File: config.mk
export PLATFORM = sky130hd
export DESIGN_NAME = rsi_sqrt_cell
export DESIGN_NICKNAME = d
export VERILOG_FILES = /design/src/hw/rtl/rsi_pkg.sv /design/src/hw/rtl/rsi_sqrt_cell.sv
export SDC_FILE = /design/constraint.sdc
export NUM_CORES = 1
export LEC_CHECK = 0
export BUFFER_PORTS_ARGS = -buffer_cell sky130_fd_sc_hd__buf_2
export CAP_MARGIN = 10
export CORE_AREA = 2 2 308 310
export CTS_CLUSTER_DIAMETER = 30
export CTS_CLUSTER_SIZE = 14
export DETAILED_ROUTE_END_ITERATION = 16
export DIE_AREA = 0 0 310 312
export PLACE_DENSITY = 0.46
export RECOVER_POWER = 50
export SYNTH_ARGS = -nofsm -noshare
export SYNTH_HDL_FRONTEND = slang
export SYNTH_SLANG_ARGS = --single-unit
File: constraint.sdc
create_clock -name clk -period 0.86 [get_ports clk]
set_input_delay 0.172 -clock clk [delete_from_list [all_inputs] [get_ports clk]]
set_output_delay 0.172 -clock clk [all_outputs]
set_load 0.02 [all_outputs]
File: src/hw/rtl/rsi_pkg.sv
// Shared types for the ray/sphere intersection pipeline.
// No dependencies.
`timescale 1ns / 1ps

package rsi_pkg;

    // Per-beat control that rides alongside the datapath through every stage.
    typedef struct packed {
        logic vld;
        logic far;
        logic nohit;
        logic neg;
    } rsi_ctl_t;

endpackage

File: src/hw/rtl/rsi_sqrt_cell.sv
// One restoring square-root cell: resolves one root bit per beat.
// Depends on rsi_pkg.
`timescale 1ns / 1ps

module rsi_sqrt_cell #(
    parameter int SW     = 65,
    parameter int SIDE_W = 129
) (
    input  logic                  clk,
    input  logic                  rst_n,
    input  logic                  en,
    input  rsi_pkg::rsi_ctl_t     up_ctl,
    input  logic [2*SW-1:0]       up_rad,
    input  logic [SW:0]           up_rem,
    input  logic [SW-1:0]         up_root,
    input  logic [SIDE_W-1:0]     up_side,
    output rsi_pkg::rsi_ctl_t     dn_ctl,
    output logic [2*SW-1:0]       dn_rad,
    output logic [SW:0]           dn_rem,
    output logic [SW-1:0]         dn_root,
    output logic [SIDE_W-1:0]     dn_side
);

    rsi_pkg::rsi_ctl_t  ctl_reg;
    logic [2*SW-1:0]    rad_reg, rad_next;
    logic [SW:0]        rem_reg, rem_next;
    logic [SW-1:0]      root_reg, root_next;
    logic [SIDE_W-1:0]  side_reg;
    logic [SW+2:0]      r2, trial, diff;
    logic               ge;

    always_comb
    begin
        r2        = {up_rem, up_rad[2*SW-1 -: 2]};
        trial     = {1'b0, up_root, 2'b01};
        ge        = (r2 >= trial);
        diff      = r2 - trial;
        rem_next  = ge ? diff[SW:0] : r2[SW:0];
        root_next = {up_root[SW-2:0], ge};
        rad_next  = {up_rad[2*SW-3:0], 2'b00};
    end

    always_ff @(posedge clk or negedge rst_n)
    begin
        if (!rst_n)
        begin
            ctl_reg <= '0;
        end
        else if (en)
        begin
            ctl_reg <= up_ctl;
        end
    end

    always_ff @(posedge clk)
    begin
        if (en)
        begin
            rad_reg  <= rad_next;
            rem_reg  <= rem_next;
            root_reg <= root_next;
            side_reg <= up_side;
        end
    end

    assign dn_ctl  = ctl_reg;
    assign dn_rad  = rad_reg;
    assign dn_rem  = rem_reg;
    assign dn_root = root_reg;
    assign dn_side = side_reg;

endmodule

After elaboration in Yosys (flattened, before gate mapping):

Cells that the tools add are included.

* flip-flop bits (word level): 392
* input bits: 397
* output and inout port bits: 394
* logic and storage cells: 11

* add/sub/neg operators: 1
* order comparisons: 1
* mux-type cells: 1

Operators by type and width (count)
* $ge 68x67->1: 1
* $mux 66: 1
* $sub 66x66->66: 1

Depth between registers and ports, before layout:

Gate-level depths: netlist of the first run.

* word-level depth: 2
* mapped depth: 15
* mapped depth without buffers: 12

Worst setup path after synthesis of the first run:

No wires, ideal clock.

* kind: in2reg
* from: input port up_root[21]
* to: register rem_reg[47] (netlist: dn_rem[47]), data pin
* setup time: 258 ps
* data arrival time: 2647 ps
* required time: 602 ps
* path slack: -2045 ps
* stages: 13
* buffers on the path: 2
* cells stage by stage: inv_1 ha_1 buf_2 nand2_1 nor3_2 or4b_1 o31a_1 o21a_1 o22ai_2 nor3_2 buf_6 a2111o_1 o221a_2

* cells in the longest elaborated chain, start to end: 2
* elaborated cells on any way between the ends: 3
* those cells by class: add/sub: 1; order compare: 1; mux: 1

RTL lines
* from (decl): RTL line rsi_sqrt_cell.sv:15 `input logic [SW-1:0] up_root,`
* $sub 66x66->66 / $ge 68x67->1 (equally long branches): RTL line rsi_sqrt_cell.sv:37, rsi_sqrt_cell.sv:36
* $mux 66 *: RTL line rsi_sqrt_cell.sv:38 `rem_next = ge ? diff[SW:0] : r2[SW:0];`
* named net rem_next[47]: RTL line rsi_sqrt_cell.sv:26 `logic [SW:0] rem_reg, rem_next;`
* to (signal assigned): RTL line rsi_sqrt_cell.sv:60 `rem_reg <= rem_next;`
* to (decl): RTL line rsi_sqrt_cell.sv:26

Mark *: on every way through the listed nets, which the timed path passes. The rest lies on a longest branch.
A chain may end at the register's enable or synchronous reset.

Worst setup path after layout of the first run:

* from: input port up_rem[5]
* to: register rem_reg[47] (netlist: dn_rem[47]), data pin

* cells in the longest elaborated chain, start to end: 2
* elaborated cells on any way between the ends: 3
* those cells by class: add/sub: 1; order compare: 1; mux: 1

RTL lines
* from (decl): RTL line rsi_sqrt_cell.sv:14 `input logic [SW:0] up_rem,`
* $sub 66x66->66 / $ge 68x67->1 (equally long branches): RTL line rsi_sqrt_cell.sv:37, rsi_sqrt_cell.sv:36
* $mux 66 *: RTL line rsi_sqrt_cell.sv:38
* named net rem_next[47]: RTL line rsi_sqrt_cell.sv:26

Marks and branches as above.

==> run_results.csv, run 1 <==
group,metric,value,unit
clocking,numCtsBuffers,93,
logic_synthesis,syn_area_per_cell,13.7,sq um
clocking,cts_tree,"built",
routing,wl_met1,32.3,mm
finish,num-nets-final,3321,
logic_synthesis,netlist-cell-type-count,67,
worst_setup_path,cp.arrival,2830,ps
logic_synthesis,synth_cells,1237,
power,p_sw,0.0214,W
power,p_per_area,2140,mW/mm^2
global_route,grt_pass1_wl,127,mm
clocking,clkSinkCount,392,
sta,fmaxAchievable,410,MHz
worst_setup_path,worst_setup_path_end_kind,"register",
worst_setup_path,crit_chain,"buf_2 > ha_4 > nand4_1 > buf_4 > or4b_4 > o31a_1 > o21a_1 > o22ai_2 > nor3_4 > buf_12 > a2111o_1 > o221a_2",
sta,worst_slack,-1580,ps
routing,met2WireLength,48.7,mm
worst_hold_path,whs_path_depth,3,
floorplan,core-area,0.0930,sq mm
finish,fill_cells,8953,
routing,vias_per_cell,4.07,
routing,postRouteAntennaNets,0,
sta,rsz0062_at_grt,"yes",
sta,skew,0,ps
logic_synthesis,ys_seq_elements,392,
power,combinationalPowerShare,22.6,%
clocking,cts_buffer_depth,3,
routing,drt-initial-drc-count,869,
global_route,grt_pass1_vias,18500,
floorplan,initial_core_util,18.2,%
worst_setup_path,reg2reg_depth,1,
power,switching_share,27.6,%
logic_synthesis,synth-main-ff-cell,"edfxtp_1",
sta,fin_setup_tns,-429710,ps
logic_synthesis,synth_edf_count,388,
worst_setup_path,critPathTopFamily,"compound AO/OA/AOI/OAI gates",
routing,wl_per_cell,22.4,microns
global_route,grt_usage,18.4,%
worst_setup_path,start_kind,"input port",
finish,seqCellArea,0.0118,sq mm
placed_design,place_ws,-2570,ps
floorplan,dieWidth,310,microns
floorplan,die-area,0.0967,sq mm
clocking,clock_latency,650,ps
logic_synthesis,yosysSeqAreaShare,69.5,%
floorplan,num_io_pins,791,
worst_setup_path,critPathRequiredTime,1250,ps
placed_design,io_buffers,788,
clocking,htreeDepth,3,
worst_setup_path,crit_slowest_cell,"or4b_4",
global_route,grt_max_degree,31,
routing,vias,17100,
power,seqPwrFrac,31.3,%
sta,worst_hold_slack,74.7,ps
finish,post_route_cells_drive_above_1_share,52.6,%
worst_hold_path,min_path_type,"input port to register",
sta,timing.final.crit_share,284,%
routing,routed.top_layer,"met5",
worst_setup_path,crit_type,"input port to register",
power,power.share.clock,46.1,%
worst_setup_path,slowest_delay,560,ps
finish,syn_to_final_growth,114,%
power,power_leakage,15.4,nW
sta,slew_headroom,59.2,%
status,status,"finished, violations left",
global_route,grt-ovfl-total,0,
sta,post-route-min-period,2440,ps
sta,hold_viol,0,
worst_setup_path,cp.depth,12,
routing,routed-wl-met3,9.66,mm
sta,final_max_slew_viol_count,0,
placed_design,routabilityCongestion,0.876,
routing,first_pass_iters,5,
logic_synthesis,synthArstFlopShare,1.02,%
logic_synthesis,syn_area,0.0169,sq mm
power,peakVddDrop,1470,uV
logic_synthesis,yosysWarnings,0,
placed_design,hpwl,75.1,mm
power,power,0.0773,W
clocking,clk_pin_slew_worst_paths,40,ps
global_route,antenna_found_initial,55,
floorplan,die_h,312,microns
sta,tightestPinTransition,612,ps
finish,fin_util,38.8,%
run,maxCapViolCount,0,
floorplan,rows,112,
worst_setup_path,cp_max_fo,5,
finish,multi_input_area,0.00594,sq mm
routing,wl,94.4,mm
sta,setup_violations,806,
clocking,cts_root_buf,"clkbuf_16",
worst_setup_path,crit_buf_inv,3,
routing,drc_errors,0,
power,intPower,0.0559,W
status,violations,"negative setup slack",
## power by group through the flow
stage               sequential [W]  clock [W]  combinational [W]
floorplan                   0.0263          0            0.00332
global placement            0.0241          0             0.0126
detailed placement          0.0241          0             0.0126
CTS                         0.0241     0.0362             0.0163
global route                0.0243     0.0374             0.0185
finish                      0.0242     0.0356             0.0175
## repair_timing
item | CTS | global route
setup endpoints to repair | 459 | 599
gates cloned | 5 | 2
hold endpoints to repair | 418 | 0
hold buffers | 397 | 0
gates resized for setup | 629 | 345
pin swaps | 54 | 61
buffers inserted | 15 | 20
## per-stage QoR
| stage | std cells | cell area (sq um) |
|---|---|---|
| after global placement | 3580 | 25300 |
| after global routing | 4208 | 36100 |
| final | 4211 | 36100 |
| after floorplan | 1238 | 17200 |
| after CTS | 4169 | 34700 |
| after detailed placement | 3580 | 25300 |
## synthesized netlist by cell type, drive strengths merged, types with 12 or more instances
| cell type | number | area share (%) |
|---|---|---|
| xnor2 | 32 | 1.7 |
| o21a | 12 | 0.53 |
| a21oi | 81 | 2.4 |
| ha | 67 | 5.0 |
| nor3 | 16 | 0.53 |
| clkbuf | 37 | 0.84 |
| nor2 | 44 | 0.98 |
| xor2 | 27 | 1.4 |
| nand2 | 126 | 2.8 |
| inv | 87 | 1.9 |
| nand3 | 19 | 0.56 |
| nand4 | 27 | 1.0 |
| o21ai | 105 | 3.1 |
| edfxtp | 388 | 69 |
| a21o | 19 | 0.84 |
| buf | 14 | 0.56 |
## per-layer routing
metal | global-route usage (%) | up-vias
li1 | - | 7950
met1 | 18.1 | 8288
met2 | 33.1 | 657
met3 | 8.63 | 194
met4 | 7.47 | 36
met5 | 0 | -
## worst paths after layout
path / from / end / slack, ps
min in group asynchronous: rst_n / dn_ctl[3] / 440
max in group asynchronous: rst_n / dn_ctl[0] / 240
setup reg to reg: dn_ctl[1] / dn_ctl[1] / 80
hold / removal: up_rem[45] / dn_rem[47] / 70
hold reg to reg: dn_ctl[2] / dn_ctl[2] / 540
setup / recovery: up_rem[5] / dn_rem[47] / -1580
## cell usage in the layout (no fill, tap or decap), types with 40 or more instances in the layout
cell type,count
a21oi_1,59
buf_2,463
buf_4,344
buf_6,335
clkbuf_16,95
dlygate4sd3_1,397
edfxtp_1,388
inv_1,67
nand2_1,84
o21ai_0,40
## cell type report
type                       instances  area share (%)
clock inverter                    67            2.21
clock buffer                     106            6.58
tap                             1254            4.34
multi-input combinational        708            16.4
inverter                          87           0.994
sequential                       392            32.5
antenna                           22           0.152
timing repair buffer            1575            36.7
## tightest hold or removal path: stages
cell and delay (ps):
buf_2 130, buf_4 110, o221a_2 190
## kinds of logic after synthesis
group	after synthesis	share of synthesized area, %
DFF	392	69.5
AOI/OAI and AO/OA	299	11.0
and+or+nand+nor	276	7.76
buffers and inverters	138	3.32
adders and majority gates	67	4.96
xor gates and xnor gates	59	3.06
muxes	5	0.333
other	1	0.0222
## flip-flops by register name, indices dropped and copies added, names as in the netlist
| name | cells |
|---|---|
| dn_ctl | 4 |
| dn_rad | 128 |
| dn_side | 129 |
| dn_rem | 66 |
| dn_root | 65 |
Power figures use the tool's default switching activity.
==> inputs of run 2 (changes only) <==
- MAX_ROUTING_LAYER: unset -> met4
==> run 2 against run 1 <==
Net effect: the flow still finishes with violations (negative setup slack); clock power is essentially flat; utilization is essentially flat; via count grew 1.1%; register-to-register slack lost 240 ps; combinational power is essentially flat; clock skew is the same; cell count grew 1.0%.
==> run_results.csv, run 2 (synthesis gave the netlist of run 1 again) <==
group,metric,value,unit
finish,seqCellArea,0.0118,sq mm
routing,first_pass_iters,5,
placed_design,postPlaceCellArea,0.0253,sq mm
routing,drc_errors,0,
worst_setup_path,critPathRequiredTime,1270,ps
finish,num-nets-final,3331,
global_route,grt_max_degree,26,
finish,multi_input_area,0.00581,sq mm
worst_setup_path,cp_max_fo,6,
sta,setup_violations,731,
sta,worst_slack,-1510,ps
sta,final_max_slew_viol_count,0,
clocking,cts_root_buf,"clkbuf_16",
finish,fin_cells,4254,
routing,wl,96.5,mm
power,power_leakage,15.3,nW
finish,fin_area,0.0361,sq mm
clocking,clock_latency,660,ps
power,power,0.0773,W
global_route,antenna_found_initial,63,
sta,post-route-min-period,2370,ps
global_route,grt_pass1_vias,18900,
global_route,grt_pass1_wl,132,mm
worst_setup_path,cp.arrival,2780,ps
placed_design,place_ws,-2660,ps
power,p_per_area,2140,mW/mm^2
power,peakVddDrop,1430,uV
floorplan,die_h,312,microns
finish,syn_to_final_growth,114,%
worst_setup_path,start_kind,"input port",
placed_design,io_buffers,788,
worst_setup_path,r2r_start,"dn_ctl[0]",
worst_hold_path,min_path_type,"input port to register",
global_route,grt-ovfl-total,0,
routing,vias_per_cell,4.07,
clocking,clkSinkCount,392,
floorplan,rows,112,
floorplan,die-area,0.0967,sq mm
sta,timing.final.crit_share,275,%
sta,rsz0062_at_grt,"yes",
clocking,htreeDepth,3,
placed_design,routabilityCongestion,0.898,
worst_setup_path,slowest_delay,420,ps
routing,drt-initial-drc-count,1003,
clocking,cts_tree,"built",
routing,vias,17300,
floorplan,num_io_pins,791,
floorplan,core-area,0.0930,sq mm
global_route,grt_usage,19.8,%
status,violations,"negative setup slack",
finish,post_route_cells_drive_above_1_share,51.8,%
worst_setup_path,path_common_cell,"nor3_4",
worst_setup_path,crit_type,"input port to register",
run,maxCapViolCount,0,
routing,postRouteAntennaNets,0,
sta,fmaxAchievable,422,MHz
floorplan,dieWidth,310,microns
clocking,numCtsBuffers,98,
sta,hold_viol,0,
finish,fill_cells,8938,
worst_setup_path,worst_setup_path_end_kind,"register",
worst_setup_path,critPathLaunch,"up_rem[25]",
worst_setup_path,crit_slowest_cell,"or4b_1",
sta,tightestPinTransition,616,ps
finish,largest_register_ffs,129,
placed_design,dp.cells,3581,
sta,skew,0,ps
worst_setup_path,crit_chain,"buf_2 > ha_4 > nand4_4 > nor3_4 > buf_12 > or4b_1 > o31a_1 > o21a_1 > o22ai_4 > nor3_4 > buf_6 > a2111o_1 > o221a_2",
status,status,"finished, violations left",
sta,slew_headroom,58.9,%
routing,wl_per_cell,22.7,microns
worst_hold_path,hold_start,"up_rem[38]",
clocking,cts_buffer_depth,3,
floorplan,initial_core_util,18.2,%
finish,final_common_cell,"buf_2",
finish,final_cell_mix,"buf_2, dlygate4sd3_1, edfxtp_1",
placed_design,hpwl,75.6,mm
clocking,clk_pin_slew_worst_paths,40,ps
-- run 2: cell types whose count changed in the layout (fill, tap and decap cells not counted), sizes merged --
| cell | previous run | this run |
|---|---|---|
| buf | 1168 | 1163 |
| bufinv | 14 | 8 |
| clkbuf | 116 | 131 |
| clkinv | 33 | 49 |
| clkinvlp | 12 | 11 |
| diode | 22 | 48 |
| inv | 95 | 93 |
-- run 2: final timing paths --
check	endpoint	slack (ps)	cells past startpoint
worst max register to register	dn_ctl[0]	-160	3
worst min-delay path	dn_rem[40]	150	4
worst min register to register	dn_ctl[1]	540	1
worst max-delay path	dn_rem[47]	-1510	13
min in group asynchronous	dn_ctl[2]	420	3
max in group asynchronous	dn_ctl[1]	260	3
-- run 2: worst max-delay path: cells and delay by family --
kind / cells / cell delay [ps]
AO/OA/AOI/OAI: 5 / 1110
adder cells (fa/ha/maj): 1 / 290
buffers and inverters: 3 / 420
AND/OR/NAND/NOR: 4 / 780
-- run 2: cell type report --
type                            instances  area share (%)
Antenna cell                           48           0.333
Clock buffer                          112            7.11
Clock inverter                         73            1.88
Multi-Input combinational cell        708            16.1
Sequential cell                       392            32.5
Inverter                               87            1.01
Timing Repair Buffer                 1579            36.7
Tap cell                             1254            4.34
Timing Repair inverter                  1          0.0312
-- run 2: metrics by stage --
| stage | utilization, % | hold WS (ps) | setup TNS, ps |
|---|---|---|---|
| after floorplan | - | -124 | -119130 |
| after global placement | 27.2 | -19.6 | -226600 |
| after detailed placement | 27.2 | -14.2 | -228930 |
| after CTS | 37.9 | 11.6 | -408450 |
| after global routing | 38.8 | 117 | -475840 |
| final | 38.8 | 152 | -450180 |
-- run 2: layer usage --
layer  share of wire (%)  global-route usage [%]
met2                  51                    34.1
met1                  35                    19.1
met5                   0                       -
met4                 4.1                    8.98
met3                  10                    8.36
-- run 2: timing repair --
item,CTS,global route
buffers inserted,28,6
hold endpoints to repair,427,0
hold buffers,397,0
setup endpoints to repair,459,720
resized for setup,693,197
gates cloned,10,2
pin swaps,61,32
-- run 2: power breakdown --
group          total (W)  internal [W]  switching, W
Sequential        0.0241        0.0232      0.000907
Clock             0.0358        0.0238        0.0121
Combinational     0.0173       0.00852       0.00880
Total             0.0773        0.0555        0.0218
