===== src/hw/rtl/rsi_pkg.sv =====
// Shared types for the ray/sphere intersection pipeline.
// No dependencies.
`timescale 1ns / 1ps

package rsi_pkg;

    // Per-beat control that rides alongside the datapath through every stage.
    typedef struct packed {
        logic vld;
        logic far;
        logic nohit;
        logic neg;
    } rsi_ctl_t;

endpackage


===== src/hw/rtl/rsi_div_cell.sv =====
// One restoring divider cell: resolves one quotient bit per beat.
// Depends on rsi_pkg.
`timescale 1ns / 1ps

module rsi_div_cell #(
    parameter int AW = 64,
    parameter int QW = 82
) (
    input  logic                  clk,
    input  logic                  rst_n,
    input  logic                  en,
    input  rsi_pkg::rsi_ctl_t     up_ctl,
    input  logic [AW-1:0]         up_den,
    input  logic [QW-1:0]         up_num,
    input  logic [AW-1:0]         up_rem,
    input  logic [QW-1:0]         up_quo,
    output rsi_pkg::rsi_ctl_t     dn_ctl,
    output logic [AW-1:0]         dn_den,
    output logic [QW-1:0]         dn_num,
    output logic [AW-1:0]         dn_rem,
    output logic [QW-1:0]         dn_quo
);

    rsi_pkg::rsi_ctl_t  ctl_reg;
    logic [AW-1:0]      den_reg;
    logic [QW-1:0]      num_reg, num_next;
    logic [AW-1:0]      rem_reg, rem_next;
    logic [QW-1:0]      quo_reg, quo_next;
    logic [AW:0]        r2, diff;
    logic               ge;

    always_comb
    begin
        r2       = {up_rem, up_num[QW-1]};
        ge       = (r2 >= {1'b0, up_den});
        diff     = r2 - {1'b0, up_den};
        rem_next = ge ? diff[AW-1:0] : r2[AW-1:0];
        quo_next = {up_quo[QW-2:0], ge};
        num_next = {up_num[QW-2:0], 1'b0};
    end

    always_ff @(posedge clk or negedge rst_n)
    begin
        if (!rst_n)
        begin
            ctl_reg <= '0;
        end
        else if (en)
        begin
            ctl_reg <= up_ctl;
        end
    end

    always_ff @(posedge clk)
    begin
        if (en)
        begin
            den_reg <= up_den;
            num_reg <= num_next;
            rem_reg <= rem_next;
            quo_reg <= quo_next;
        end
    end

    assign dn_ctl = ctl_reg;
    assign dn_den = den_reg;
    assign dn_num = num_reg;
    assign dn_rem = rem_reg;
    assign dn_quo = quo_reg;

endmodule


===== config.mk =====
export PLATFORM = sky130hd
export DESIGN_NAME = rsi_div_cell
export DESIGN_NICKNAME = d
export VERILOG_FILES = /design/src/hw/rtl/rsi_pkg.sv /design/src/hw/rtl/rsi_div_cell.sv
export SDC_FILE = /design/constraint.sdc
export NUM_CORES = 1
export LEC_CHECK = 0
export BUFFER_PORTS_ARGS = -buffer_cell sky130_fd_sc_hd__buf_2
export CAP_MARGIN = 20
export CORE_AREA = 2 2 235 237
export CTS_BUF_LIST = sky130_fd_sc_hd__clkbuf_16
export DETAILED_ROUTE_END_ITERATION = 8
export DIE_AREA = 0 0 237 239
export SKIP_LAST_GASP = 1
export SYNTH_ARGS = -nofsm -noshare
export SYNTH_HDL_FRONTEND = slang
export SYNTH_SLANG_ARGS = --single-unit

===== constraint.sdc =====
create_clock -name clk -period 0.8 [get_ports clk]
set_input_delay 0.04 -clock clk [delete_from_list [all_inputs] [get_ports clk]]
set_output_delay 0.04 -clock clk [all_outputs]
set_load 0.01 [all_outputs]

# After elaboration in Yosys (flattened, before gate mapping)
# Index checks and enable logic that the tools add are counted.
# classes
order_cmp	1
add_sub_neg	1
muxes	1
# op_table
operator	count
>= comparator 65 x 64 -> 1 bit	1
two-way mux 64 bit	1
subtractor 64 bit	1
# word_totals
elab_cells	11
reg_bits	295
output_inout_bits	296
input_bits	299

# Longest topological paths before layout
# Gate-level depths: netlist of the first run.
# logic_depth
depth_word	2
mapped_depth	14
mapped_depth_nobuf	12

# Least setup slack after synthesis of the first run
# OpenSTA, ideal clock, no wires.
# synth_timing
kind	in2reg
start	in up_den[32]
end	reg rem_reg[22], in the netlist dn_rem[22], data pin
stages	11
n_path_buf	2
setup_time_ns	0.260
path_slack_ns	-1.886
required_time_ns	0.540
t_arrival_ns	2.426
cell_sequence	inv_1 ha_1 nand2_2 or3_1 or3_4 a2111oi_4 nor3_2 o31ai_2 buf_4 buf_6 mux2_2
# synth_via
elab_chain_len	2
# synth_lines
item	line_no	text
from (decl)	rsi_div_cell.sv:13	input logic [AW-1:0] up_den,
>= comparator 65 x 64 -> 1 bit	rsi_div_cell.sv:35	ge = (r2 >= {1'b0, up_den});
two-way mux 64 bit	rsi_div_cell.sv:37	rem_next = ge ? diff[AW-1:0] : r2[AW-1:0];
named net rem_next[22]	rsi_div_cell.sv:27	logic [AW-1:0] rem_reg, rem_next;
to (signal assigned)	rsi_div_cell.sv:60	rem_reg <= rem_next;
to (decl)	rsi_div_cell.sv:27	
# The timed path passes the listed nets, and every way through them passes these cells.
# A chain may end at the register's enable or synchronous reset.

# Worst setup path after layout of the first run
# layout_timing
start	in up_rem[29]
end	reg rem_reg[22], in the netlist dn_rem[22], data pin
# layout_via
elab_chain_len	2
# layout_lines
item	line_no	text
from (decl)	rsi_div_cell.sv:15	input logic [AW-1:0] up_rem,
>= comparator 65 x 64 -> 1 bit	rsi_div_cell.sv:35	
two-way mux 64 bit	rsi_div_cell.sv:37	
named net rem_next[22]	rsi_div_cell.sv:27	
# The timed path passes the listed nets, and every way through them passes these cells.

==> out/results.ini, run 1 <==
[status]
status=finished with violations
violations=negative hold slack, negative setup slack

[global_routing]
grt-ovfl-total=0
grt_pass1_vias=14630
grtUsageTotal=0.2040
grt_pass1_wl_um=86680
grt_max_degree=53
antenna_found_initial=27

[timing]
drv_slew=0
max_freq_ghz=0.4423
hold_viol=2
rsz0062_at_grt=true
fin_hold_ws_ns=-0.2161
setup_viol=364
relSlewSlack=0.3911
setup_ws_ns=-1.461
period_share=2.826
worst_slew_pin_slew_ns=0.9015
clock_skew_ns=0
final.min_clock_period_ns=2.261

[synthesis]
synth_seq_cells=295
synth_simple_gate_area_share=0.09083
netlist_area_mm2=0.01390
synth_top_area_frac=0.6287
ys_async_sr_fraction=0.01356
synth.area.mux_share=0.009542
avgSynthCellArea_um2=12.68
synth_area_leaders=edfxtp_1 (63%), ha_1 (5.8%), a21oi_1 (3.5%)
synth-compound-area-share=0.1333
yosysWarnings=0
synth.net_count=1460
synth_cells=1096
synth_top_area_cell=edfxtp_1
synth_xor_area_frac=0.03403
synthFlopType=edfxtp_1
synth_top_family_by_area=compound AO/OA/AOI/OAI gates
synth_cell_types=67
ys_seq_area_frac=0.6359
synth-edff-count=291
synth_fa_ha_area_frac=0.05905

[setup_path]
worstPathCellList=buf_6, ha_4, nand2_4, or3_4, o221a_4, o211ai_1, nor3_2, o31ai_4, buf_4, buf_6, buf_8, mux2_2
cp_max_fo=7
reg2reg_slack_ns=0.03
cp.required_ns=1.10
critPathMaxStageDelay_ns=0.38
crit_top_cell=buf_6
cp_top_family=compound AO/OA/AOI/OAI gates
r2r-end=dn_ctl[1]
arrival_ns=2.56
worst-path-buf-inv=4
r2r_start=dn_ctl[1]
reg2regPathDepth=1
end_kind=flop
worst-path-stages=12
cp_slowest_cell=or3_4
path_class=in2reg
start_kind=primary input

[floorplan]
row_count=86
coreArea_mm2=0.05434
die_x_um=237
io_pins=595
start_util=0.2558
die-area_mm2=0.05664
die_height_um=239

[routing]
drc=0
drtAntennaViolNets=0
post_drt_wl_per_cell_um=19.85
dr_total_vias=13869
first_pass_iters=5
wirelength_um=61460
drtIter0Drc=419
viasPerCell=4.478

[min_path]
hp-class=in2reg
holdPathStages=1
hp-start=up_den[0]
hold_end=dn_den[0]

[clock_network]
clockBufferDepth=3
cts_tree=done
cts_inserted_buffers=37
htree_levels=2
cts-root-buf=clkbuf_16
clock_latency_ns=0.55
clock_sink_count=295
clk_pin_slew_ns=0.06

[flow_run]
maxCapViolCount=0

[layout]
final_common_cell=buf_2
drive_above_1_share=0.5219
final_cell_mix=buf_2 (543), buf_4 (341), dlygate4sd3_1 (297), edfxtp_1 (291), nor2_1 (79)
utilization=0.4826
design_area_mm2=0.02623
syn_to_final_growth_pct=88.68
final_nets=2713

[placement]
dp_hpwl_um=47080
gp_congestion=0.8812
io_buffers=592
pre_cts_slack_ns=-2.340
place_area_mm2=0.02056

[power_and_ir_drop]
peakVddDrop_uv=1839
p_leak_nw=11.49
p_per_area_mw_per_mm2=1878
total_power_w=0.04925

==> where the power goes <==
group	total, W	switching, W	leakage, nW	internal (W)
combinational	0.0137	0.00664	7.99	0.00708
sequential	0.0193	0.000527	2.90	0.0188
clock	0.0162	0.00674	0.602	0.00945
total	0.0492	0.0139	11.5	0.0353
==> state kept, by name (all words and copies together), names as in the netlist <==
register  count
dn_rem       64
dn_ctl        4
dn_num       81
dn_den       64
dn_quo       82
==> kinds of logic (layout without fill, tap and decap cells) <==
| logic type | after synthesis | in the layout |
|---|---|---|
| flip-flops | 295 | 295 |
| AO/OA/AOI/OAI | 280 | 280 |
| AND/OR/NAND/NOR | 268 | 268 |
| buffers and inverters | 121 | 1399 |
| adder cells (fa/ha/maj) | 65 | 65 |
| XOR/XNOR | 54 | 54 |
| multiplexers | 12 | 12 |
| other | 1 | 20 |
==> per-layer routing <==
layer  track usage  vias to the layer above  part of all wire
met1        0.2160                     6703              0.37
met3       0.06074                      102             0.068
met2        0.3770                      445              0.53
met5             0                        -           0.00075
met4       0.08381                        8             0.031
li1              -                     6611                 -
==> cell usage after synthesis (4+ instances only) <==
cell      instances
edfxtp_1        291
nor2b_1           5
xor2_1           24
inv_1            77
a211oi_1          8
o31ai_1           6
dfrtp_1           4
or2_2             8
o21ai_0          42
and3_1           10
nand2_1          65
a21oi_2          19
o21a_1           11
clkbuf_1         25
a21o_1           24
a21oi_1          98
ha_1             64
buf_4             8
xnor2_1          30
nor3_1           17
nand3b_1          4
o211ai_1          6
a21boi_0          4
a221oi_1          4
o22ai_1           5
nand2b_1          9
nand4_1          21
buf_2             7
nand3_1          15
nor4_1            4
mux2_2           10
nor2_1           97
o21bai_1         15
a31oi_1           7
==> what timing repair did <==
item,4_1_cts,5_1_grt
hold buffers,297,2
setup buffers,16,14
endpoints found under the hold margin,316,12
gates cloned,3,4
pin swaps,30,55
endpoints found under the setup margin,360,390
gates resized for setup,149,131
==> layout make-up <==
cell class / instances / area [um^2]
Fill cell: 4895 / 28110
Timing Repair Buffer: 1257 / 9318
Sequential cell: 295 / 8838
Multi-Input combinational cell: 680 / 5630
Clock buffer: 37 / 925.9
Tap cell: 704 / 880.8
Inverter: 78 / 342.8
Clock inverter: 27 / 241.5
Antenna cell: 19 / 47.55
==> worst max path at each step <==
stage / start / slack [ns] / endpoint
after floorplan: up_den[32] / -1.74 / dn_rem[22]
after global placement: up_den[1] / -2.35 / dn_rem[62]
after detailed placement: up_den[1] / -2.34 / dn_rem[62]
after CTS: up_den[1] / -1.50 / dn_rem[62]
after global routing: up_den[31] / -1.55 / dn_rem[58]
final: up_rem[29] / -1.46 / dn_rem[22]
==> per-stage QoR <==
step,instances,setup TNS [ns]
6_report,3097,-177.99
2_1_floorplan,1096,-104.95
4_1_cts,3066,-190.28
3_5_place_dp,2687,-153.78
3_3_place_gp,2687,-152.33
5_1_grt,3094,-196.05
Note: power is estimated with default switching activity, not from simulation.
==> run 2, diff against run 1 <==
--- a/config.mk
+++ b/config.mk
@@ -5,12 +5,15 @@
 export SDC_FILE = /design/constraint.sdc
 export NUM_CORES = 1
 export LEC_CHECK = 0
-export BUFFER_PORTS_ARGS = -buffer_cell sky130_fd_sc_hd__buf_2
+export BUFFER_PORTS_ARGS = -buffer_cell sky130_fd_sc_hd__clkbuf_2
 export CAP_MARGIN = 20
+export CELL_PAD_IN_SITES_DETAIL_PLACEMENT = 0
+export CELL_PAD_IN_SITES_GLOBAL_PLACEMENT = 1
 export CORE_AREA = 2 2 235 237
 export CTS_BUF_LIST = sky130_fd_sc_hd__clkbuf_16
 export DETAILED_ROUTE_END_ITERATION = 8
 export DIE_AREA = 0 0 237 239
+export PLACE_DENSITY_LB_ADDON = 0.1
 export SKIP_LAST_GASP = 1
 export SYNTH_ARGS = -nofsm -noshare
 export SYNTH_HDL_FRONTEND = slang
==> constraint.sdc (replaced) <==
create_clock -name clk -period 2.1 [get_ports clk]
set_input_delay 0.105 -clock clk [delete_from_list [all_inputs] [get_ports clk]]
set_output_delay 0.105 -clock clk [all_outputs]
set_load 0.01 [all_outputs]
==> run 2 against run 1 <==
Net effect:
- the run ends with negative setup slack left
- count of clock-buffer cells in the layout down 1
- cell area down 2.2%
- total power down 62%
- first-iteration DRC count up 20%
- register-to-register slack better by 1.3 ns
- global-route usage up 0.30 points
- clock skew unchanged
- critical path depth unchanged
- non-clock buffer count down 15
- largest cell class unchanged
==> out/results.ini, run 2 (synthesized netlist as in run 1, its figures left out) <==
[status]
status=finished with violations
violations=negative setup slack

[setup_path]
worstPathCellList=clkbuf_8, inv_8, ha_4, nand2_2, or3_4, or3_4, a2111oi_4, nor3_4, o31ai_4, buf_12, buf_12, mux2_4
path_class=in2reg
critPathMaxStageDelay_ns=0.42  ; +0.04 ns
worst-path-buf-inv=4  ; unchanged
start_kind=primary input
end_kind=flop
cp_top_family=simple AND/OR/NAND/NOR gates
cp_slowest_cell=or3_4
arrival_ns=2.72  ; +0.16 ns
cp_max_fo=6  ; -1
cp.required_ns=2.39  ; +1.29 ns

[timing]
setup_ws_ns=-0.3313  ; +1.130 ns
drv_slew=0  ; unchanged
fin_hold_ws_ns=0.04001  ; +0.2561 ns
period_share=1.158
clock_skew_ns=0  ; unchanged
setup_viol=65  ; -82%
relSlewSlack=0.5079  ; +0.1168
hold_viol=0  ; -2
rsz0062_at_grt=true
final.min_clock_period_ns=2.431
worst_slew_pin_slew_ns=0.7289  ; -0.1726 ns
max_freq_ghz=0.4113

[clock_network]
clk_pin_slew_ns=0.06  ; about the same
clock_sink_count=295  ; unchanged
clock_latency_ns=0.54  ; about the same
htree_levels=2  ; unchanged
cts_tree=done
clockBufferDepth=3  ; unchanged
cts-root-buf=clkbuf_16
cts_inserted_buffers=36  ; -2.7%

[global_routing]
grtUsageTotal=0.2070  ; +0.002993
busiest_layer=met2
grtUsageMet1=0.2417  ; +0.02563
use_met3=0.05704  ; -0.003695
grt_pass1_vias=14247  ; -2.6%
grt_pass1_wl_um=87380  ; +0.81%
use_met2=0.3723  ; -0.004724
grt_max_degree=62  ; +17%
grt-ovfl-total=0  ; unchanged
antenna_found_initial=9  ; -67%

[routing]
drtIter0Drc=502  ; +20%
drc=0  ; unchanged
viasPerCell=4.382  ; -2.1%
wirelength_um=60360  ; -1.8%
drtAntennaViolNets=0  ; unchanged
post_drt_wl_per_cell_um=19.69  ; -0.81%
first_pass_iters=4  ; -1
dr_total_vias=13436  ; -3.1%

[floorplan]
io_pins=595  ; unchanged
die_x_um=237  ; unchanged
die_height_um=239  ; unchanged
coreArea_mm2=0.05434  ; unchanged
start_util=0.2558  ; unchanged
row_count=86  ; unchanged
die-area_mm2=0.05664  ; unchanged

[power_and_ir_drop]
total_power_w=0.01854  ; -62%
peakVddDrop_uv=473.0  ; -74%
power.share.switching=0.2805  ; -0.001828
pwr-share-clk=0.332  ; +0.003
pwr-share-seq=0.396  ; +0.003
p_per_area_mw_per_mm2=723.3  ; -61%
p_int_w=0.01334  ; -62%
power.switching_w=0.005202  ; -63%
comb_power_share=0.272  ; -0.007
p_leak_nw=11.41  ; -0.67%

[layout]
drive_above_1_share=0.5112  ; -0.01067
syn_to_final_growth_pct=84.45
instances_no_fill=3066  ; -1.0%
utilization=0.4718  ; -0.01082
fill_cells=5115  ; +4.5%
design_area_mm2=0.02564  ; -2.2%
final_nets=2697  ; -0.59%
largest_reg_flops=82  ; unchanged
final_cell_mix=clkbuf_2 (582), buf_4 (327), edfxtp_1 (291), dlygate4sd3_1 (290), nor2_1 (84)
final_common_cell=clkbuf_2

[flow_run]
maxCapViolCount=0  ; unchanged

[placement]
place_area_mm2=0.02050  ; -0.29%
dp_hpwl_um=47620  ; +1.1%
gp_congestion=0.9005  ; +2.2%
io_buffers=592  ; unchanged
place_inst=2679  ; -0.30%

[min_path]
hp-class=in2reg

run 2: changes by cell type in the layout (fill, tap and decap cells not counted), moves of 7 or more:
| cell | previous run | this run |
|---|---|---|
| dlygate4sd3_1 | 297 | 290 |
| buf_2 | 543 | 0 |
| clkbuf_2 | 0 | 582 |
| buf_4 | 341 | 327 |
| buf_6 | 49 | 18 |
| diode_2 | 19 | 3 |
run 2: per-stage QoR:
step | TNS, ns | setup slack [ns]
floorplan | -24.68 | -0.5073
detailed placement | -57.55 | -1.047
global route | -22.51 | -0.4179
global placement | -57.36 | -1.030
finish | -16.05 | -0.3313
CTS | -10.50 | -0.2492
run 2: final cells by class:
type / instances / area, um^2 / area share
tap: 704 / 880.8 / 0.03436
multi-input combinational: 680 / 5477 / 0.2136
timing repair buffer: 1242 / 8937 / 0.3486
antenna: 3 / 7.507 / 0.0002928
inverter: 78 / 346.6 / 0.01352
clock buffer: 36 / 900.9 / 0.03514
sequential: 295 / 8838 / 0.3448
clock inverter: 28 / 249.0 / 0.009712
run 2: worst paths after layout:
kind | depth (start not counted) | slack (ns) | startpoint | end
worst max-delay path | 12 | -0.33 | up_den[32] | dn_rem[32]
worst min-delay path | 4 | 0.04 | up_rem[32] | dn_rem[33]
worst max register to register | 1 | 1.32 | dn_ctl[0] | dn_ctl[0]
worst min register to register | 1 | 0.51 | dn_ctl[3] | dn_ctl[3]
max in group asynchronous | 3 | 1.43 | rst_n | dn_ctl[2]
min in group asynchronous | 3 | 0.49 | rst_n | dn_ctl[3]
run 2: metal layers:
layer  routed length [um]  vias to the layer above
met5                   44                        -
met4                 1234                        8
met3                 4090                       66
met2                30870                      392
met1                24110                     6416
li1                     -                     6554
run 2: worst min-delay path, cell delays in order:
cell and delay [ns]:
clkbuf_2 0.12, buf_4 0.11, nor2_1 0.04, a21oi_2 0.09
run 2: power by group through the flow:
stage | registers [W] | logic [W] | clock network (W)
3_5_place_dp | 0.00746 | 0.00421 | 0
5_1_grt | 0.00740 | 0.00546 | 0.00656
4_1_cts | 0.00735 | 0.00498 | 0.00636
2_1_floorplan | 0.00775 | 0.00154 | 0
3_3_place_gp | 0.00745 | 0.00423 | 0
6_report | 0.00735 | 0.00505 | 0.00615
run 2: what timing repair did:
item                                    in CTS  in global routing
gates resized for setup                    118                 62
pin swaps                                   27                 22
setup buffers                               19                 10
endpoints found under the setup margin      65                 65
hold endpoints to repair                   296                  0
hold buffers                               290                  0
cloned                                       3                  1
==> run 3, diff against run 2 <==
--- a/config.mk
+++ b/config.mk
@@ -6,14 +6,11 @@
 export NUM_CORES = 1
 export LEC_CHECK = 0
 export BUFFER_PORTS_ARGS = -buffer_cell sky130_fd_sc_hd__clkbuf_2
-export CAP_MARGIN = 20
-export CELL_PAD_IN_SITES_DETAIL_PLACEMENT = 0
-export CELL_PAD_IN_SITES_GLOBAL_PLACEMENT = 1
+export CAP_MARGIN = 10
 export CORE_AREA = 2 2 235 237
 export CTS_BUF_LIST = sky130_fd_sc_hd__clkbuf_16
 export DETAILED_ROUTE_END_ITERATION = 8
 export DIE_AREA = 0 0 237 239
-export PLACE_DENSITY_LB_ADDON = 0.1
 export SKIP_LAST_GASP = 1
 export SYNTH_ARGS = -nofsm -noshare
 export SYNTH_HDL_FRONTEND = slang
==> run 3 against run 2 <==
Net effect:
- the flow still finishes with violations (negative setup slack)
- sequential share of layout area about the same
- via count increased by 0.57%
- count of clock-buffer cells in the layout increased by 3
- register-to-register slack improved by 0.03 ns
- critical endpoint is now dn_rem[22]
- largest cell class is now flip-flops and latches
- largest power group unchanged
==> out/results.ini, run 3 (synthesized netlist as in run 1, its figures left out) <==
[timing]
worst_slew_pin_slew_ns=0.8126  ; +0.08374 ns
period_share=1.104  ; -0.05364
clock_skew_ns=0  ; unchanged
rsz0062_at_grt=true
drv_slew=0  ; unchanged
setup_tns_ns=-8.518  ; +7.531 ns
final.min_clock_period_ns=2.319  ; -0.1126 ns
max_freq_ghz=0.4313  ; +4.9%
hold_viol=0  ; unchanged
setup_ws_ns=-0.2187  ; +0.1126 ns
setup_viol=64  ; -1.5%
relSlewSlack=0.4511  ; -0.05674

[placement]
place_area_mm2=0.02032  ; -0.90%
gp_congestion=0.8809  ; -2.2%
io_buffers=592  ; unchanged
dp_hpwl_um=47440  ; -0.38%

[global_routing]
grtUsageMet1=0.2179  ; -0.02379
grt_pass1_vias=14369  ; +0.86%
grt_max_degree=61  ; -1.6%
busiest_layer=met2
use_met2=0.3784  ; +0.006150
use_met3=0.06351  ; +0.006467
grtUsageTotal=0.2050  ; -0.002061
antenna_found_initial=20  ; +11
grt_pass1_wl_um=86710  ; -0.77%
grt-ovfl-total=0  ; unchanged

[routing]
viasPerCell=4.441  ; +1.3%
post_drt_wl_per_cell_um=19.95  ; +1.3%
first_pass_iters=5  ; +1
dr_total_vias=13513  ; +0.57%
drtAntennaViolNets=0  ; unchanged
wirelength_um=60710  ; +0.58%
drtIter0Drc=578  ; +15%
drc=0  ; unchanged

[min_path]
hp-class=in2reg

[clock_network]
cts_inserted_buffers=37  ; +2.8%
htree_levels=2  ; unchanged
cts-root-buf=clkbuf_16
clockBufferDepth=3  ; unchanged
clk_pin_slew_ns=0.07  ; about the same
clock_sink_count=295  ; unchanged
cts_tree=done
clock_latency_ns=0.53  ; about the same

[setup_path]
reg2reg_slack_ns=1.35  ; +0.03 ns
r2r_start=dn_ctl[0]
cp_slowest_cell=or3_4
crit_top_cell=buf_6
path_class=in2reg
cp.required_ns=2.40  ; about the same
cp_max_fo=9  ; +3
cp-startpoint=up_den[34]
end_kind=flop
critPathMaxStageDelay_ns=0.39  ; -0.03 ns
worstPathCellList=buf_6, inv_8, ha_4, nand2_4, or3_4, o221a_4, o211ai_1, nor3_2, o31ai_4, buf_6, buf_6, mux2_2
reg2regPathDepth=1  ; unchanged
start_kind=primary input
arrival_ns=2.62  ; -0.10 ns
cp-endpoint=dn_rem[22]
r2r-end=dn_ctl[0]

[floorplan]
row_count=86  ; unchanged
io_pins=595  ; unchanged
start_util=0.2558  ; unchanged
coreArea_mm2=0.05434  ; unchanged
die_x_um=237  ; unchanged
die_height_um=239  ; unchanged
die-area_mm2=0.05664  ; unchanged

[power_and_ir_drop]
p_per_area_mw_per_mm2=733.2  ; +1.4%
peakVddDrop_uv=458.3  ; -3.1%
p_leak_nw=11.27  ; -1.2%

[layout]
design_area_mm2=0.02562  ; about the same
final_cell_mix=clkbuf_2 (579), buf_4 (306), edfxtp_1 (291), dlygate4sd3_1 (284), nor2_1 (89)
fill_cells=5020  ; -1.9%
final_common_cell=clkbuf_2
syn_to_final_growth_pct=84.35  ; about the same
final_nets=2661  ; -1.3%
drive_above_1_share=0.5262  ; +0.01499
largest_reg_flops=82  ; unchanged

[status]
status=finished with violations
violations=negative setup slack

[flow_run]
maxCapViolCount=0  ; unchanged

==> run 3: changes by cell type in the layout (fill, tap and decap cells not counted), sizes merged <==
| cell | before | now |
|---|---|---|
| diode | 3 | 13 |
| clkbuf | 623 | 622 |
| dlygate4sd3 | 290 | 284 |
| inv | 86 | 85 |
| clkinv | 15 | 14 |
| buf | 365 | 338 |
| bufinv | 4 | 3 |
| clkinvlp | 1 | 5 |
==> run 3: final cells by class <==
class                   count  area [um^2]  share of cell area
multi-input cells         680         5751              0.2244
repair buffers           1205         8569              0.3344
flip-flops and latches    295         8838              0.3449
inverters                  78        335.3             0.01309
diodes                     13        32.53            0.001270
clock inverters            29        240.2            0.009375
clock buffers              39        975.9             0.03809
well taps                 704        880.8             0.03438
==> run 3: through the flow <==
stage	instances	hold WS, ns	power (W)	utilization	setup WS (ns)
floorplan	1096	-0.1906	0.009297	-	-0.5073
global placement	2661	-0.08759	0.01157	0.3739	-0.9993
finish	3043	0.01471	0.01879	0.4715	-0.2187
global route	3041	0.02436	0.01958	0.4714	-0.3238
CTS	3017	0.01081	0.01873	0.4603	-0.2190
detailed placement	2661	-0.08506	0.01160	0.3739	-1.035
==> run 3: power breakdown <==
group / internal (W) / total [W] / leakage [nW] / switching (W)
registers: 0.00717 / 0.00736 / 2.90 / 0.000193
logic: 0.00252 / 0.00504 / 7.77 / 0.00252
clock network: 0.00376 / 0.00639 / 0.602 / 0.00263
total: 0.0135 / 0.0188 / 11.3 / 0.00534
==> run 3: what timing repair did <==
action	4_1_cts	5_1_grt
cloned	0	1
buffers inserted	4	12
endpoints found under the setup margin	65	65
pin swaps	37	50
hold buffers	284	0
resized for setup	125	104
endpoints found under the hold margin	309	0
==> run 3: worst min path at each step <==
stage | cells past startpoint | endpoint | startpoint
CTS | 3 | dn_rem[1] | up_rem[0]
detailed placement | 1 | dn_ctl[1] | rst_n
finish | 3 | dn_rem[1] | up_rem[0]
global route | 3 | dn_rem[32] | up_rem[31]
global placement | 1 | dn_ctl[1] | rst_n
floorplan | 0 | dn_ctl[0] | rst_n
==> run 3: per-layer routing <==
metal,vias to the layer above,wire (um)
met5,-,34
met4,6,2036
met3,115,4554
met2,450,31840
met1,6436,22240
li1,6506,-
==> run 3: critical path, delay by kind of cell <==
| kind | cells | cell delay [ns] |
|---|---|---|
| compound gates | 3 | 0.86 |
| fa+ha+maj | 1 | 0.27 |
| buf+inv | 4 | 0.47 |
| mux | 1 | 0.34 |
| simple gates | 3 | 0.55 |
